File: src/rtl/bdcs_pkg.sv
// Package for the button debounce and click series unit.
// Holds field widths, register indexes, reset values and the phase and edge codes.
// No dependencies.
package bdcs_pkg;

    localparam int TIMER_BITS_DEFAULT = 16;

    localparam int THRESH_W  = 16;
    localparam int CLICK_W   = 8;
    localparam int CFG_IDX_W = 3;
    localparam int S_DATA_W  = 8;
    localparam int M_DATA_W  = 16;

    localparam logic [CLICK_W-1:0] CLICK_LIMIT = 8'hFF;

    localparam logic [THRESH_W-1:0] PRESS_DEBOUNCE_RESET   = 16'd20;
    localparam logic [THRESH_W-1:0] RELEASE_DEBOUNCE_RESET = 16'd20;
    localparam logic [THRESH_W-1:0] MAX_PRESS_RESET        = 16'd2000;
    localparam logic [THRESH_W-1:0] SERIES_GAP_RESET       = 16'd500;
    localparam logic [CLICK_W-1:0]  CLICKS_CAP_RESET       = 8'd5;

    typedef enum logic [CFG_IDX_W-1:0] {
        CFG_PRESS_DEBOUNCE   = 3'd0,
        CFG_RELEASE_DEBOUNCE = 3'd1,
        CFG_MAX_PRESS        = 3'd2,
        CFG_SERIES_GAP       = 3'd3,
        CFG_CLICKS_CAP       = 3'd4
    } cfg_idx_t;

    typedef enum logic [1:0] {
        PHASE_IDLE     = 2'd0,
        PHASE_COUNTING = 2'd1,
        PHASE_DISCARD  = 2'd2
    } phase_t;

    typedef enum logic [1:0] {
        EDGE_NONE    = 2'd0,
        EDGE_PRESS   = 2'd1,
        EDGE_RELEASE = 2'd2
    } edge_t;

endpackage

File: src/rtl/button_debounce_click_series_unit.sv
// Top level of the button debounce and click series unit.
// Depends on bdcs_pkg for widths, register indexes and state codes.
//
// One tick item per clock while s_tready is high: each accepted item runs the debouncer,
// the click series machine and the read-and-clear of the pending result combinationally,
// and its result enters a two-entry output stage (output register plus skid register), so
// s_tready stays high while one result waits downstream. The timer counters saturate at
// 2^TIMER_BITS - 1 and the click counter at 255. Configuration writes are taken every
// cycle and apply to the next item.
module button_debounce_click_series_unit #(
    parameter int TIMER_BITS = bdcs_pkg::TIMER_BITS_DEFAULT
) (
    input  logic                           clk,
    input  logic                           rst_n,
    input  logic                           s_tvalid,
    output logic                           s_tready,
    // [0] raw_pressed, [1] listen, [2] take_result, [7:3] zero
    input  logic [bdcs_pkg::S_DATA_W-1:0]  s_tdata,
    output logic                           m_tvalid,
    input  logic                           m_tready,
    // [0] pressed, [2:1] edge_res, [4:3] phase, [5] series_done, [13:6] read_value,
    // [15:14] zero
    output logic [bdcs_pkg::M_DATA_W-1:0]  m_tdata,
    input  logic                           cfg_valid,
    output logic                           cfg_ready,
    input  logic [bdcs_pkg::CFG_IDX_W-1:0] cfg_index,
    input  logic [bdcs_pkg::THRESH_W-1:0]  cfg_data
);
    import bdcs_pkg::*;

    localparam int CMP_W = (TIMER_BITS > THRESH_W) ? TIMER_BITS : THRESH_W;
    localparam logic [TIMER_BITS-1:0] TIMER_MAX = {TIMER_BITS{1'b1}};

    logic [THRESH_W-1:0] press_deb_reg;
    logic [THRESH_W-1:0] release_deb_reg;
    logic [THRESH_W-1:0] max_press_reg;
    logic [THRESH_W-1:0] series_gap_reg;
    logic [CLICK_W-1:0]  clicks_cap_reg;

    logic                  stable_reg, stable_next;
    logic [TIMER_BITS-1:0] deb_cnt_reg, deb_cnt_next;
    logic [TIMER_BITS-1:0] press_cnt_reg, press_cnt_next;
    logic [TIMER_BITS-1:0] gap_cnt_reg, gap_cnt_next;
    logic [CLICK_W-1:0]    click_reg, click_next;
    phase_t                phase_reg, phase_next;
    logic [CLICK_W-1:0]    pending_reg, pending_next;

    logic                out_valid_reg, out_valid_next;
    logic                skid_valid_reg, skid_valid_next;
    logic [M_DATA_W-1:0] out_data_reg, out_data_next;
    logic [M_DATA_W-1:0] skid_data_reg, skid_data_next;

    logic                  raw, listen, take;
    logic                  accept;
    edge_t                 edge_res;
    logic                  done;
    logic [CLICK_W-1:0]    rd_value;
    logic [THRESH_W-1:0]   deb_limit;
    logic [TIMER_BITS-1:0] deb_inc, press_inc, gap_inc;
    logic [M_DATA_W-1:0]   result;

    assign raw    = s_tdata[0];
    assign listen = s_tdata[1];
    assign take   = s_tdata[2];

    assign s_tready  = !skid_valid_reg;
    assign accept    = s_tvalid && s_tready;
    assign cfg_ready = 1'b1;
    assign m_tvalid  = out_valid_reg;
    assign m_tdata   = out_data_reg;

    assign deb_limit = stable_reg ? release_deb_reg : press_deb_reg;
    assign deb_inc   = (deb_cnt_reg == TIMER_MAX) ? TIMER_MAX : deb_cnt_reg + 1'b1;
    assign press_inc = (press_cnt_reg == TIMER_MAX) ? TIMER_MAX : press_cnt_reg + 1'b1;
    assign gap_inc   = (gap_cnt_reg == TIMER_MAX) ? TIMER_MAX : gap_cnt_reg + 1'b1;

    always_comb
    begin
        stable_next    = stable_reg;
        deb_cnt_next   = deb_cnt_reg;
        press_cnt_next = press_cnt_reg;
        gap_cnt_next   = gap_cnt_reg;
        click_next     = click_reg;
        phase_next     = phase_reg;
        pending_next   = pending_reg;
        edge_res       = EDGE_NONE;
        done           = 1'b0;
        rd_value       = '0;

        // debounce
        if (raw == stable_reg)
        begin
            deb_cnt_next = '0;
        end
        else if (CMP_W'(deb_inc) < CMP_W'(deb_limit))
        begin
            deb_cnt_next = deb_inc;
        end
        else
        begin
            deb_cnt_next = '0;
            stable_next  = raw;
            edge_res     = raw ? EDGE_PRESS : EDGE_RELEASE;
        end

        // series machine or park
        if (!listen)
        begin
            phase_next     = stable_next ? PHASE_DISCARD : PHASE_IDLE;
            click_next     = '0;
            press_cnt_next = '0;
            gap_cnt_next   = '0;
            pending_next   = '0;
        end
        else
        begin
            unique case (phase_reg)
                PHASE_IDLE:
                begin
                    if (edge_res == EDGE_PRESS)
                    begin
                        click_next     = '0;
                        press_cnt_next = '0;
                        phase_next     = PHASE_COUNTING;
                    end
                end
                PHASE_COUNTING:
                begin
                    priority if (edge_res == EDGE_RELEASE)
                    begin
                        if (click_reg != CLICK_LIMIT)
                        begin
                            click_next = click_reg + 1'b1;
                        end
                        gap_cnt_next = '0;
                    end
                    else if (edge_res == EDGE_PRESS)
                    begin
                        press_cnt_next = '0;
                    end
                    else if (stable_next)
                    begin
                        press_cnt_next = press_inc;
                        if (CMP_W'(press_inc) >= CMP_W'(max_press_reg))
                        begin
                            click_next = '0;
                            phase_next = PHASE_DISCARD;
                        end
                    end
                    else
                    begin
                        gap_cnt_next = gap_inc;
                        if (CMP_W'(gap_inc) >= CMP_W'(series_gap_reg))
                        begin
                            pending_next = (click_reg > clicks_cap_reg) ? clicks_cap_reg
                                                                        : click_reg;
                            click_next   = '0;
                            phase_next   = PHASE_IDLE;
                            done         = 1'b1;
                        end
                    end
                end
                default:
                begin
                    if (edge_res == EDGE_RELEASE)
                    begin
                        click_next = '0;
                        phase_next = PHASE_IDLE;
                    end
                end
            endcase
        end

        // read and clear
        if (take)
        begin
            rd_value     = pending_next;
            pending_next = '0;
        end
    end

    assign result = {2'b00, rd_value, done, phase_next, edge_res, stable_next};

    always_comb
    begin
        out_valid_next  = out_valid_reg;
        out_data_next   = out_data_reg;
        skid_valid_next = skid_valid_reg;
        skid_data_next  = skid_data_reg;
        if (!out_valid_reg || m_tready)
        begin
            if (skid_valid_reg)
            begin
                out_valid_next  = 1'b1;
                out_data_next   = skid_data_reg;
                skid_valid_next = 1'b0;
            end
            else
            begin
                out_valid_next = accept;
                out_data_next  = result;
            end
        end
        else if (accept)
        begin
            skid_valid_next = 1'b1;
            skid_data_next  = result;
        end
    end

    always_ff @(posedge clk or negedge rst_n)
    begin
        if (!rst_n)
        begin
            press_deb_reg   <= PRESS_DEBOUNCE_RESET;
            release_deb_reg <= RELEASE_DEBOUNCE_RESET;
            max_press_reg   <= MAX_PRESS_RESET;
            series_gap_reg  <= SERIES_GAP_RESET;
            clicks_cap_reg  <= CLICKS_CAP_RESET;
        end
        else if (cfg_valid)
        begin
            unique case (cfg_index)
                CFG_PRESS_DEBOUNCE:   press_deb_reg   <= cfg_data;
                CFG_RELEASE_DEBOUNCE: release_deb_reg <= cfg_data;
                CFG_MAX_PRESS:        max_press_reg   <= cfg_data;
                CFG_SERIES_GAP:       series_gap_reg  <= cfg_data;
                CFG_CLICKS_CAP:       clicks_cap_reg  <= cfg_data[CLICK_W-1:0];
                default:
                begin
                end
            endcase
        end
    end

    always_ff @(posedge clk or negedge rst_n)
    begin
        if (!rst_n)
        begin
            stable_reg    <= 1'b0;
            deb_cnt_reg   <= '0;
            press_cnt_reg <= '0;
            gap_cnt_reg   <= '0;
            click_reg     <= '0;
            phase_reg     <= PHASE_IDLE;
            pending_reg   <= '0;
        end
        else if (accept)
        begin
            stable_reg    <= stable_next;
            deb_cnt_reg   <= deb_cnt_next;
            press_cnt_reg <= press_cnt_next;
            gap_cnt_reg   <= gap_cnt_next;
            click_reg     <= click_next;
            phase_reg     <= phase_next;
            pending_reg   <= pending_next;
        end
    end

    always_ff @(posedge clk or negedge rst_n)
    begin
        if (!rst_n)
        begin
            out_valid_reg  <= 1'b0;
            skid_valid_reg <= 1'b0;
        end
        else
        begin
            out_valid_reg  <= out_valid_next;
            skid_valid_reg <= skid_valid_next;
        end
    end

    always_ff @(posedge clk)
    begin
        out_data_reg  <= out_data_next;
        skid_data_reg <= skid_data_next;
    end

endmodule
File: config.mk
export PLATFORM = sky130hd
export DESIGN_NAME = button_debounce_click_series_unit
export DESIGN_NICKNAME = d
export VERILOG_FILES = /design/src/rtl/bdcs_pkg.sv /design/src/rtl/button_debounce_click_series_unit.sv
export SDC_FILE = /design/constraint.sdc
export NUM_CORES = 1
export LEC_CHECK = 0
export ABC_CLOCK_PERIOD_IN_PS = 9900
export BUFFER_PORTS_ARGS = -buffer_cell sky130_fd_sc_hd__buf_4
export CORE_MARGIN = 2
export CORE_UTILIZATION = 60
export CTS_CLUSTER_DIAMETER = 80
export DETAILED_ROUTE_END_ITERATION = 10
export HOLD_SLACK_MARGIN = 0.1
export MAX_ROUTING_LAYER = met4
export PLACE_DENSITY = 0.87
export SYNTH_ARGS = -nofsm -noshare
export SYNTH_HDL_FRONTEND = slang
export SYNTH_SLANG_ARGS = --single-unit
File: constraint.sdc
create_clock -name clk -period 9.9 [get_ports clk]
set_input_delay 0.99 -clock clk [delete_from_list [all_inputs] [get_ports clk]]
set_output_delay 0.99 -clock clk [all_outputs]
set_load 0.1 [all_outputs]
* Yosys cells after proc, flatten, opt, wreduce, memory -nomap -nowiden
Cells that the tools add are included.
Storage, ports and cells: output and inout bits 19, register bits after elaboration 169, bits of input ports 32
Cells by class: reduce and logical (&&, ||, !) cells 16, order comparisons 4, equal/unequal tests 24, $add $sub $neg 4, mux-type cells 61, bitwise operators 1
Operators with widths (number):
- $mux 16 | 16
- $mux 8 | 18
- $add 16x1->16 const B | 3
- $eq 16x16->1 const B | 3
- $ge 16x16->1 | 2
- $pmux 16 s2 | 1
- $mux 2 | 12
- $lt 16x16->1 | 1
- $pmux 8 s2 | 1
- $mux 14 | 1
- $ne 4x4->1 const B | 3
- $reduce_and 2->1 | 6
- $mux 1 | 11
- $ne 5x5->1 const B | 2
- $add 8x1->8 const B | 1
- $gt 8x8->1 | 1
- $ne 8x8->1 const B | 1
- $reduce_and 7->1 | 1
- $eq 3x2->1 const B | 2
- $ne 3x2->1 const B | 2
- $ne 3x3->1 const B | 2
- $reduce_and 5->1 | 1
- $eq 2x1->1 const B | 2
- $ne 4x1->1 const B | 1
- other kinds (15) | 16

* Depth between registers and ports, before layout
Gate-level depths: netlist of the first run.
word-level depth 12, depth in mapped cells 22, depth with buffers taken out 17

* Worst setup path after synthesis of the first run
OpenSTA, ideal clock, no wires.
path kind register to register, from register gap_cnt_reg[0], to register out_data_reg[3], in the netlist m_tdata[3] (data pin), library setup time 152 ps, path slack 5564 ps, data arrival time 4184 ps, stages on the path, launching flop included 21, data required time 9748 ps, clock period less this slack 4336 ps, path through dfrtp_1 > ha_1 > and3_1 > and3_1 > and3_1 > buf_2 > nand3_1 > or3_1 > clkbuf_1 > clkbuf_1 > buf_2 > nand2_1 > ha_1 > a2111oi_0 > o21ai_0 > o22ai_1 > nor3_1 > and2_1 > buf_2 > or3_1 > o21ai_0
Between the ends: longest elaborated chain between the ends 10, elaborated cells on any way between the ends 11
Ends and longest elaborated chain:
- start: declaration | line button_debounce_click_series_unit.sv:43 | logic [TIMER_BITS-1:0] gap_cnt_reg, gap_cnt_next;
- start signal: assignment | line button_debounce_click_series_unit.sv:253 | gap_cnt_reg <= gap_cnt_next;
- $add 16x1->16 / $eq 16x16->1 (equally long branches) | line button_debounce_click_series_unit.sv:75 | assign gap_inc = (gap_cnt_reg == TIMER_MAX) ? TIMER_MAX : gap_cnt_reg + 1'b1;
- $mux 16 (*) | line button_debounce_click_series_unit.sv:75
- $ge 16x16->1 (*) | line button_debounce_click_series_unit.sv:153 | if (CMP_W'(gap_inc) >= CMP_W'(series_gap_reg))
- $mux 2 (*) | line button_debounce_click_series_unit.sv:153
- $mux 2 (*) | line button_debounce_click_series_unit.sv:141 | else if (stable_next)
- $mux 2 (*) | line button_debounce_click_series_unit.sv:137 | else if (edge_res == EDGE_PRESS)
- $mux 2 (*) | line button_debounce_click_series_unit.sv:129 | priority if (edge_res == EDGE_RELEASE)
- $pmux 2 s2 (*) | line button_debounce_click_series_unit.sv:117 | unique case (phase_reg)
- $mux 2 (*) | line button_debounce_click_series_unit.sv:107 | if (!listen)
- $mux 14 (*) | line button_debounce_click_series_unit.sv:192 | if (skid_valid_reg)
- end signal: assignment | line button_debounce_click_series_unit.sv:276 | out_data_reg <= out_data_next;
- end: declaration | line button_debounce_click_series_unit.sv:50 | logic [M_DATA_W-1:0] out_data_reg, out_data_next;
Every way passes the cells marked *; elsewhere a longest branch is shown, timed or not. A chain may end at the register's enable or synchronous reset.

* Final worst setup path of the first run
from register gap_cnt_reg[0], to register pending_reg[6]
Between the ends: longest elaborated chain between the ends 10, elaborated cells on any way between the ends 11
Ends and longest elaborated chain:
- $add 16x1->16 / $eq 16x16->1 (equally long branches) | line button_debounce_click_series_unit.sv:75
- $mux 16 (*) | line button_debounce_click_series_unit.sv:75
- $ge 16x16->1 (*) | line button_debounce_click_series_unit.sv:153
- $mux 8 (*) | line button_debounce_click_series_unit.sv:153
- $mux 8 (*) | line button_debounce_click_series_unit.sv:141
- $mux 8 (*) | line button_debounce_click_series_unit.sv:137
- $mux 8 (*) | line button_debounce_click_series_unit.sv:129
- $mux 8 (*) | line button_debounce_click_series_unit.sv:117
- $mux 8 (*) | line button_debounce_click_series_unit.sv:107
- $mux 8 (*) | line button_debounce_click_series_unit.sv:175 | if (take)
- end signal: assignment | line button_debounce_click_series_unit.sv:256 | pending_reg <= pending_next;
- end: declaration | line button_debounce_click_series_unit.sv:46 | logic [CLICK_W-1:0] pending_reg, pending_next;
Marks and branches as above.

==> results of run 1 <==
-- cells by family after synthesis --
| family | Yosys count | synth area share |
|---|---|---|
| xor gates and xnor gates | 26 | 0.02363 |
| other | 2 | 0.0007793 |
| AOI/OAI and AO/OA | 212 | 0.1450 |
| adders and majority gates | 59 | 0.07660 |
| and+or+nand+nor | 308 | 0.1593 |
| muxes | 83 | 0.09374 |
| DFF | 169 | 0.4557 |
| buffers and inverters | 106 | 0.04518 |
-- per-stage QoR --
| step | setup WS [ns] | total power (uW) | area (um2) | utilization |
|---|---|---|---|---|
| finish | 4.571 | 1960 | 10710 | 0.6790 |
| global route | 4.166 | 2052 | 10710 | 0.6790 |
| CTS | 4.652 | 1966 | 10710 | 0.6790 |
| detailed placement | 4.698 | 1274 | 10100 | 0.6406 |
| global placement | 4.845 | 1251 | 10100 | 0.6406 |
| floorplan | 5.564 | 1158 | 9641 | - |
-- synth_stat cells, types with 2 or more instances --
cell type | number | area [um2]
nand3_1 | 32 | 160.2
a31o_2 | 3 | 26.28
nand4_1 | 11 | 68.82
and4_1 | 2 | 17.52
nor2_1 | 41 | 153.9
o21a_1 | 4 | 30.03
or2_2 | 3 | 18.77
a31oi_2 | 2 | 25.02
nor2b_1 | 8 | 50.05
dfstp_2 | 18 | 473.0
a31oi_1 | 13 | 81.33
a21oi_1 | 43 | 215.2
buf_2 | 8 | 40.04
buf_4 | 7 | 52.55
mux2_2 | 55 | 619.3
dfrtp_1 | 123 | 3078
a21o_1 | 10 | 75.07
o2bb2ai_1 | 8 | 70.07
o22a_1 | 7 | 61.31
nor3_2 | 2 | 20.02
xor2_1 | 11 | 96.34
or3_1 | 5 | 31.28
a211oi_1 | 6 | 45.04
ha_1 | 59 | 738.2
and2_1 | 18 | 112.6
a41oi_1 | 4 | 35.03
a22o_1 | 15 | 131.4
and3_1 | 19 | 118.9
o31ai_1 | 10 | 75.07
mux2i_1 | 27 | 270.3
nand4_2 | 2 | 25.02
inv_1 | 56 | 210.2
edfxtp_1 | 28 | 840.8
nor4bb_1 | 2 | 20.02
nand2b_1 | 18 | 112.6
nand2_1 | 117 | 439.2
clkbuf_1 | 32 | 120.1
o21bai_1 | 2 | 15.01
o21ai_0 | 65 | 325.3
nor3b_1 | 8 | 60.06
o41ai_1 | 8 | 70.07
conb_1 | 2 | 7.510
xnor2_1 | 15 | 131.4
nor3_1 | 15 | 75.07
-- power by group --
part | internal, uW | switching [uW]
sequential | 803 | 56.0
combinational | 161 | 250
clock | 383 | 307
-- area by class of cell --
| cell class | count | area [um2] | share of cell area |
|---|---|---|---|
| well taps | 216 | 270.3 | 0.02524 |
| multi-input cells | 691 | 4850 | 0.4529 |
| clock inverters | 15 | 180.2 | 0.01683 |
| inverters | 58 | 219.0 | 0.02045 |
| flip-flops and latches | 169 | 4392 | 0.4101 |
| clock buffers | 17 | 425.4 | 0.03973 |
| repair buffers | 49 | 371.6 | 0.03470 |
-- worst register-to-register path, cell delays in order (launching register included) --
cell       delay (ns)
dfrtp_1          0.41
ha_1             0.25
and3_1           0.30
and3_1           0.27
and3_1           0.28
nand3_1          0.17
or3_1            0.72
and2_1           0.34
ha_1             0.27
nor2b_1          0.04
o21ai_0          0.22
a211o_1          0.18
a211oi_1         0.08
nor3_1           0.52
and2_1           0.59
nand4b_2         0.35
o2bb2ai_1        0.25
-- layout by cell type, fill, tap and decap left out, types with 27 or more instances in the layout --
master	instances
nand3_1	32
ha_1	59
nand2_1	117
nor2_1	41
edfxtp_1	28
a21oi_1	43
buf_4	48
mux2_2	55
mux2i_1	27
dfrtp_1	123
inv_1	56
o21ai_0	65
-- worst min-delay path by stage --
stage / depth (start not counted) / endpoint / from / slack, ns
2_1_floorplan: 1 / pending_reg[0] / pending_reg[0] / 0.46
3_3_place_gp: 1 / pending_reg[6] / pending_reg[6] / 0.47
3_5_place_dp: 1 / pending_reg[3] / pending_reg[3] / 0.47
4_1_cts: 1 / pending_reg[3] / pending_reg[3] / 0.49
5_1_grt: 1 / pending_reg[3] / pending_reg[3] / 0.50
6_report: 1 / pending_reg[3] / pending_reg[3] / 0.49
-- metal layers --
| layer | vias to the layer above | global-route usage |
|---|---|---|
| met4 | 0 | 0.1008 |
| met3 | 51 | 0.05375 |
| li1 | 3502 | - |
| met1 | 3507 | 0.3264 |
| met5 | - | - |
| met2 | 190 | 0.4228 |
==> metrics.md, run 1 <==
| Metric | Value |
|---|---|
| Vias per cell | `5.967` |
| Slew @ Worst Pin | `1.191 ns` |
| Clk sink count | `169` |
| Post-synth EDFFs | `28` |
| Dpl hpwl | `14130 um` |
| YS warnings | `0` |
| Number of antenna violations at the first check in global routing | `0` |
| Post-synth cell types | `65` |
| Post-CTS Setup Repair Bufs | `0` |
| Number of global-route vias before repair | `7006` |
| Top Layer Used | `met4` |
| Cell Pwr Density | `183.0 mW/mm2` |
| Ys async rst share | `0.8343` |
| Endpoints failing setup | `0` |
| CP Launch Point | `gap_cnt_reg[0]` |
| Critical path's largest stage delay | `0.72 ns` |
| Initial core utilization | `0.6111` |
| Clock transition at path regs | `0.07 ns` |
| Worst Skew | `0.01237 ns` |
| Sequential-to-total area share from yosys stat | `0.4557` |
| MaxCap Viol Count | `0` |
| Input/output buffers | `42` |
| CP top delay family | `simple AND/OR/NAND/NOR gates` |
| Drt first-iter violations | `710` |
| Average routed wire per standard cell | `16.69 um` |
| Levels on crit path | `16` |
| First-pass iteration count of the detailed router | `5` |
| Critical path's most frequent cell | `and3_1` |
| Crit-path slowest cell | `or3_1` |
| Boundary Pins | `51` |
| Peak VDD IR | `0.1464 mV` |
| Total GRT Usage | `0.2616` |
| CP Cell Sequence | `ha_1, and3_1, and3_1, and3_1, nand3_1, or3_1, and2_1, ha_1, nor2b_1, o21ai_0, a211o_1, a211oi_1, nor3_1, and2_1, nand4b_2, o2bb2ai_1` |
| Clock root cell | `clkbuf_16` |
| Reg-to-Reg Start | `gap_cnt_reg[0]` |
| CP Data Arrival Time | `5.70 ns` |
| Clk_lat worst skew | `0.45 ns` |
| CTS Buf Count | `17` |
| Met2 Wirelength | `9958 um` |
| Synthesis-to-finish area growth | `11.11%` |
| Fin Setup TNS | `0 ns` |
| Worst Path Max Fanout | `25` |
| Minimum clock period | `5.329 ns` |
| Status | `finished, final reports clean` |
| Post-route ant nets | `0` |
| Worst setup endpoint | `pending_reg[6]` |
| LEAKAGE | `0.004947 uW` |
| Post-route DRC violation count | `0` |
| Tcrit/Tclk final | `0.5383` |
| Average size of a mapped cell | `9.986 um2` |
| Reg2reg end | `pending_reg[6]` |
| Max Clk Rate | `187.6 MHz` |
| Via count | `7250` |
| GP Congestion | `0.9144` |
| Rows | `46` |
| CP Class | `flip-flop to flip-flop` |
| Max-slew violations | `0` |
| CP Launch Type | `flip-flop` |
| CP Capture Type | `flip-flop` |
| Clock Path Buffers | `2` |
| Reg2Reg Depth | `16` |
| Cts-stage hold buffer count | `0` |
| CTS tree | `done` |
| CP bufs+invs | `0` |
| Die Ht | `130.7 um` |
| Final hold vios | `0` |
| RSZ-0062 raised after global routing | `no` |
| FF+latch count, synth | `169` |
| Inserted Diodes | `0` |
| Min-delay worst type | `flip-flop to flip-flop` |
| Req. time, crit path | `10.27 ns` |
| Largest net degree at the start of global routing | `73` |
| Layout Nets | `1077` |
| Top_reg_cell synth | `dfrtp_1` |
| Dpl cells | `1183` |
| FILL cells | `1131` |
| Detailed Route WL | `20280 um` |
| Share of post-route cells with drive strength above 1 | `0.1782` |
| CTS-repair resized insts | `0` |
| Met3 wire len | `863 um` |
| Non-filler cells, final | `1215` |
| First-pass GRT wire length | `33930 um` |
| WHS | `0.4920 ns` |
| Slew headroom | `0.2051` |
| R2r setup slk | `4.57 ns` |
| Met1 WL | `8900 um` |
| Congestion Overflow GR | `0` |
| Synthesized instance count | `965` |
| Mapped cell area | `0.009637 mm2` |
| Die width | `130.7 um` |
| H-tree Lvls | `4` |
| Core Region | `0.01577 mm2` |
| Area of the die | `0.01709 mm2` |
Power figures use the tool's default switching activity.
==> run 2, diff against run 1 <==
- ABC_CLOCK_PERIOD_IN_PS: 9900 -> 5600
- clock period: 9.9 -> 5.6 ns (I/O delays scaled with it)
==> metrics.md, run 2 (same netlist as run 1, synthesis figures left out) <==
| Metric | Value |
|---|---|
| Peak VDD IR | `0.2191 mV (was 0.1464 mV)` |
| Clock root cell | `clkbuf_16 (unchanged)` |
| CP Class | `flip-flop to flip-flop (unchanged)` |
| Most common cell after layout, fill and taps aside | `dfrtp_1 (unchanged)` |
| CP Capture Type | `flip-flop (unchanged)` |
| Reg2Reg Depth | `16 (unchanged)` |
| CP Cell Sequence | `ha_1, and3_1, and3_1, and3_1, nand3_1, or3_1, and2_1, ha_1, nor2b_1, o21ai_0, a211o_1, a211oi_1, nor3_1, and2_1, nand4b_2, o2bb2ai_1 (unchanged)` |
| CP bufs+invs | `0 (unchanged)` |
| R2r setup slk | `0.49 ns (was 4.57 ns)` |
| Rows | `46 (unchanged)` |
| GP Congestion | `0.8970 (was 0.9144)` |
| Crit-path slowest cell | `or3_1 (unchanged)` |
| First-pass iteration count of the detailed router | `5 (unchanged)` |
| Input/output buffers | `42 (unchanged)` |
| Worst setup endpoint | `pending_reg[3] (was pending_reg[6])` |
| Worst Path Max Fanout | `19 (was 25)` |
| Worst Skew | `0.007988 ns (was 0.01237 ns)` |
| Die width | `130.7 um (unchanged)` |
| Max Clk Rate | `195.8 MHz (was 187.6 MHz)` |
| CP Launch Type | `flip-flop (unchanged)` |
| Non-filler cells, final | `1218 (was 1215)` |
| Req. time, crit path | `5.95 ns (was 10.27 ns)` |
| Die Ht | `130.7 um (unchanged)` |
| Reg2reg end | `pending_reg[3] (was pending_reg[6])` |
| Number of global-route vias before repair | `7112 (was 7006)` |
| Fin Setup TNS | `0 ns (unchanged)` |
| Critical path's most frequent cell | `and3_1 (unchanged)` |
| Cts-stage hold buffer count | `0 (unchanged)` |
| CTS Buf Count | `17 (unchanged)` |
| Endpoints failing setup | `0 (unchanged)` |
| Detailed Route WL | `20040 um (was 20280 um)` |
| Initial core utilization | `0.6111 (unchanged)` |
| Clock Path Buffers | `2 (unchanged)` |
| Via count | `7169 (was 7250)` |
| Inserted Diodes | `0 (unchanged)` |
| LEAKAGE | `0.004967 uW (was 0.004947 uW)` |
| Vias per cell | `5.886 (was 5.967)` |
| Dpl cells | `1186 (was 1183)` |
| Synthesis-to-finish area growth | `11.47% (was 11.11%)` |
| CTS tree | `done (unchanged)` |
| Dpl hpwl | `14030 um (was 14130 um)` |
| First-pass GRT wire length | `33890 um (was 33930 um)` |
| CP Data Arrival Time | `5.46 ns (was 5.70 ns)` |
| Most frequent cells in the layout | `123 x dfrtp_1, 117 x nand2_1, 65 x o21ai_0 (unchanged)` |
| Reg-to-Reg Start | `gap_cnt_reg[0] (unchanged)` |
| H-tree Lvls | `4 (unchanged)` |
| Core Region | `0.01577 mm2 (unchanged)` |
| Post-CTS Setup Repair Bufs | `0 (unchanged)` |
| Cell Pwr Density | `323.4 mW/mm2 (was 183.0 mW/mm2)` |
| Area of the die | `0.01709 mm2 (unchanged)` |
| CP Launch Point | `gap_cnt_reg[0] (unchanged)` |
| Clk sink count | `169 (unchanged)` |
| Clk_lat worst skew | `0.44 ns (was 0.45 ns)` |
| Tcrit/Tclk final | `0.9122 (was 0.5383)` |
| Share of post-route cells with drive strength above 1 | `0.1796 (was 0.1782)` |
| Largest net degree at the start of global routing | `85 (was 73)` |
| Boundary Pins | `51 (unchanged)` |
| Drt first-iter violations | `511 (was 710)` |
| MaxCap Viol Count | `0 (unchanged)` |
| Levels on crit path | `16 (unchanged)` |
| Slew @ Worst Pin | `1.249 ns (was 1.191 ns)` |
| CP top delay family | `simple AND/OR/NAND/NOR gates (unchanged)` |
| Minimum clock period | `5.108 ns (was 5.329 ns)` |
| Critical path's largest stage delay | `0.66 ns (was 0.72 ns)` |
| Final hold vios | `0 (unchanged)` |
| Number of antenna violations at the first check in global routing | `0 (unchanged)` |
| Status | `finished, final reports clean (unchanged)` |
| Layout Nets | `1080 (was 1077)` |
| Post-route DRC violation count | `0 (unchanged)` |
| Post-route ant nets | `0 (unchanged)` |
| Average routed wire per standard cell | `16.45 um (was 16.69 um)` |
| Clock transition at path regs | `0.07 ns (about the same)` |
| RSZ-0062 raised after global routing | `no (unchanged)` |
| CTS-repair resized insts | `0 (unchanged)` |
| Slew headroom | `0.1646 (was 0.2051)` |
| Min-delay worst type | `primary input to async pin (was flip-flop to flip-flop)` |
| Congestion Overflow GR | `0 (unchanged)` |
| Max-slew violations | `0 (unchanged)` |
| Total GRT Usage | `0.2585 (was 0.2616)` |
[run 2: area by class of cell]
| cell class | instances | area [um2] |
|---|---|---|
| fillers | 1154 | 5029 |
| multi-input cells | 691 | 4850 |
| flip-flops and latches | 169 | 4392 |
| clock buffers | 18 | 429.2 |
| repair buffers | 52 | 394.1 |
| well taps | 216 | 270.3 |
| inverters | 58 | 219.0 |
| clock inverters | 14 | 187.7 |
[run 2: how the worst min path moves through the flow]
stage,startpoint,to,cells past startpoint
2_1_floorplan,rst_n,click_reg[0],0
3_3_place_gp,pending_reg[4],pending_reg[4],1
3_5_place_dp,pending_reg[2],pending_reg[2],1
4_1_cts,rst_n,pending_reg[2],1
5_1_grt,rst_n,pending_reg[1],1
6_report,rst_n,pending_reg[1],1
[run 2: report_power, final]
part	internal [uW]	leakage, uW	switching [uW]
combinational	285	0.00259	450
sequential	1420	0.00207	90.5
clock	714	0.000303	513
[run 2: per-layer routing]
metal  wire length, um  track usage
met5                 0            -
met4               344      0.07760
met3               722      0.04520
met2             10130       0.4332
met1              8834       0.3238
[run 2: through the flow]
step / area (um2) / hold WS [ns] / utilization / total power, uW / setup slack, ns
finish: 10740 / 0.1606 / 0.6811 / 3473 / 0.4916
global route: 10740 / 0.2123 / 0.6811 / 3636 / 0.1681
CTS: 10740 / 0.2063 / 0.6811 / 3488 / 0.6268
detailed placement: 10120 / 0.4754 / 0.6420 / 2255 / 0.6771
global placement: 10120 / 0.4719 / 0.6420 / 2214 / 0.7562
floorplan: 9641 / 0.2644 / - / 2048 / 1.264
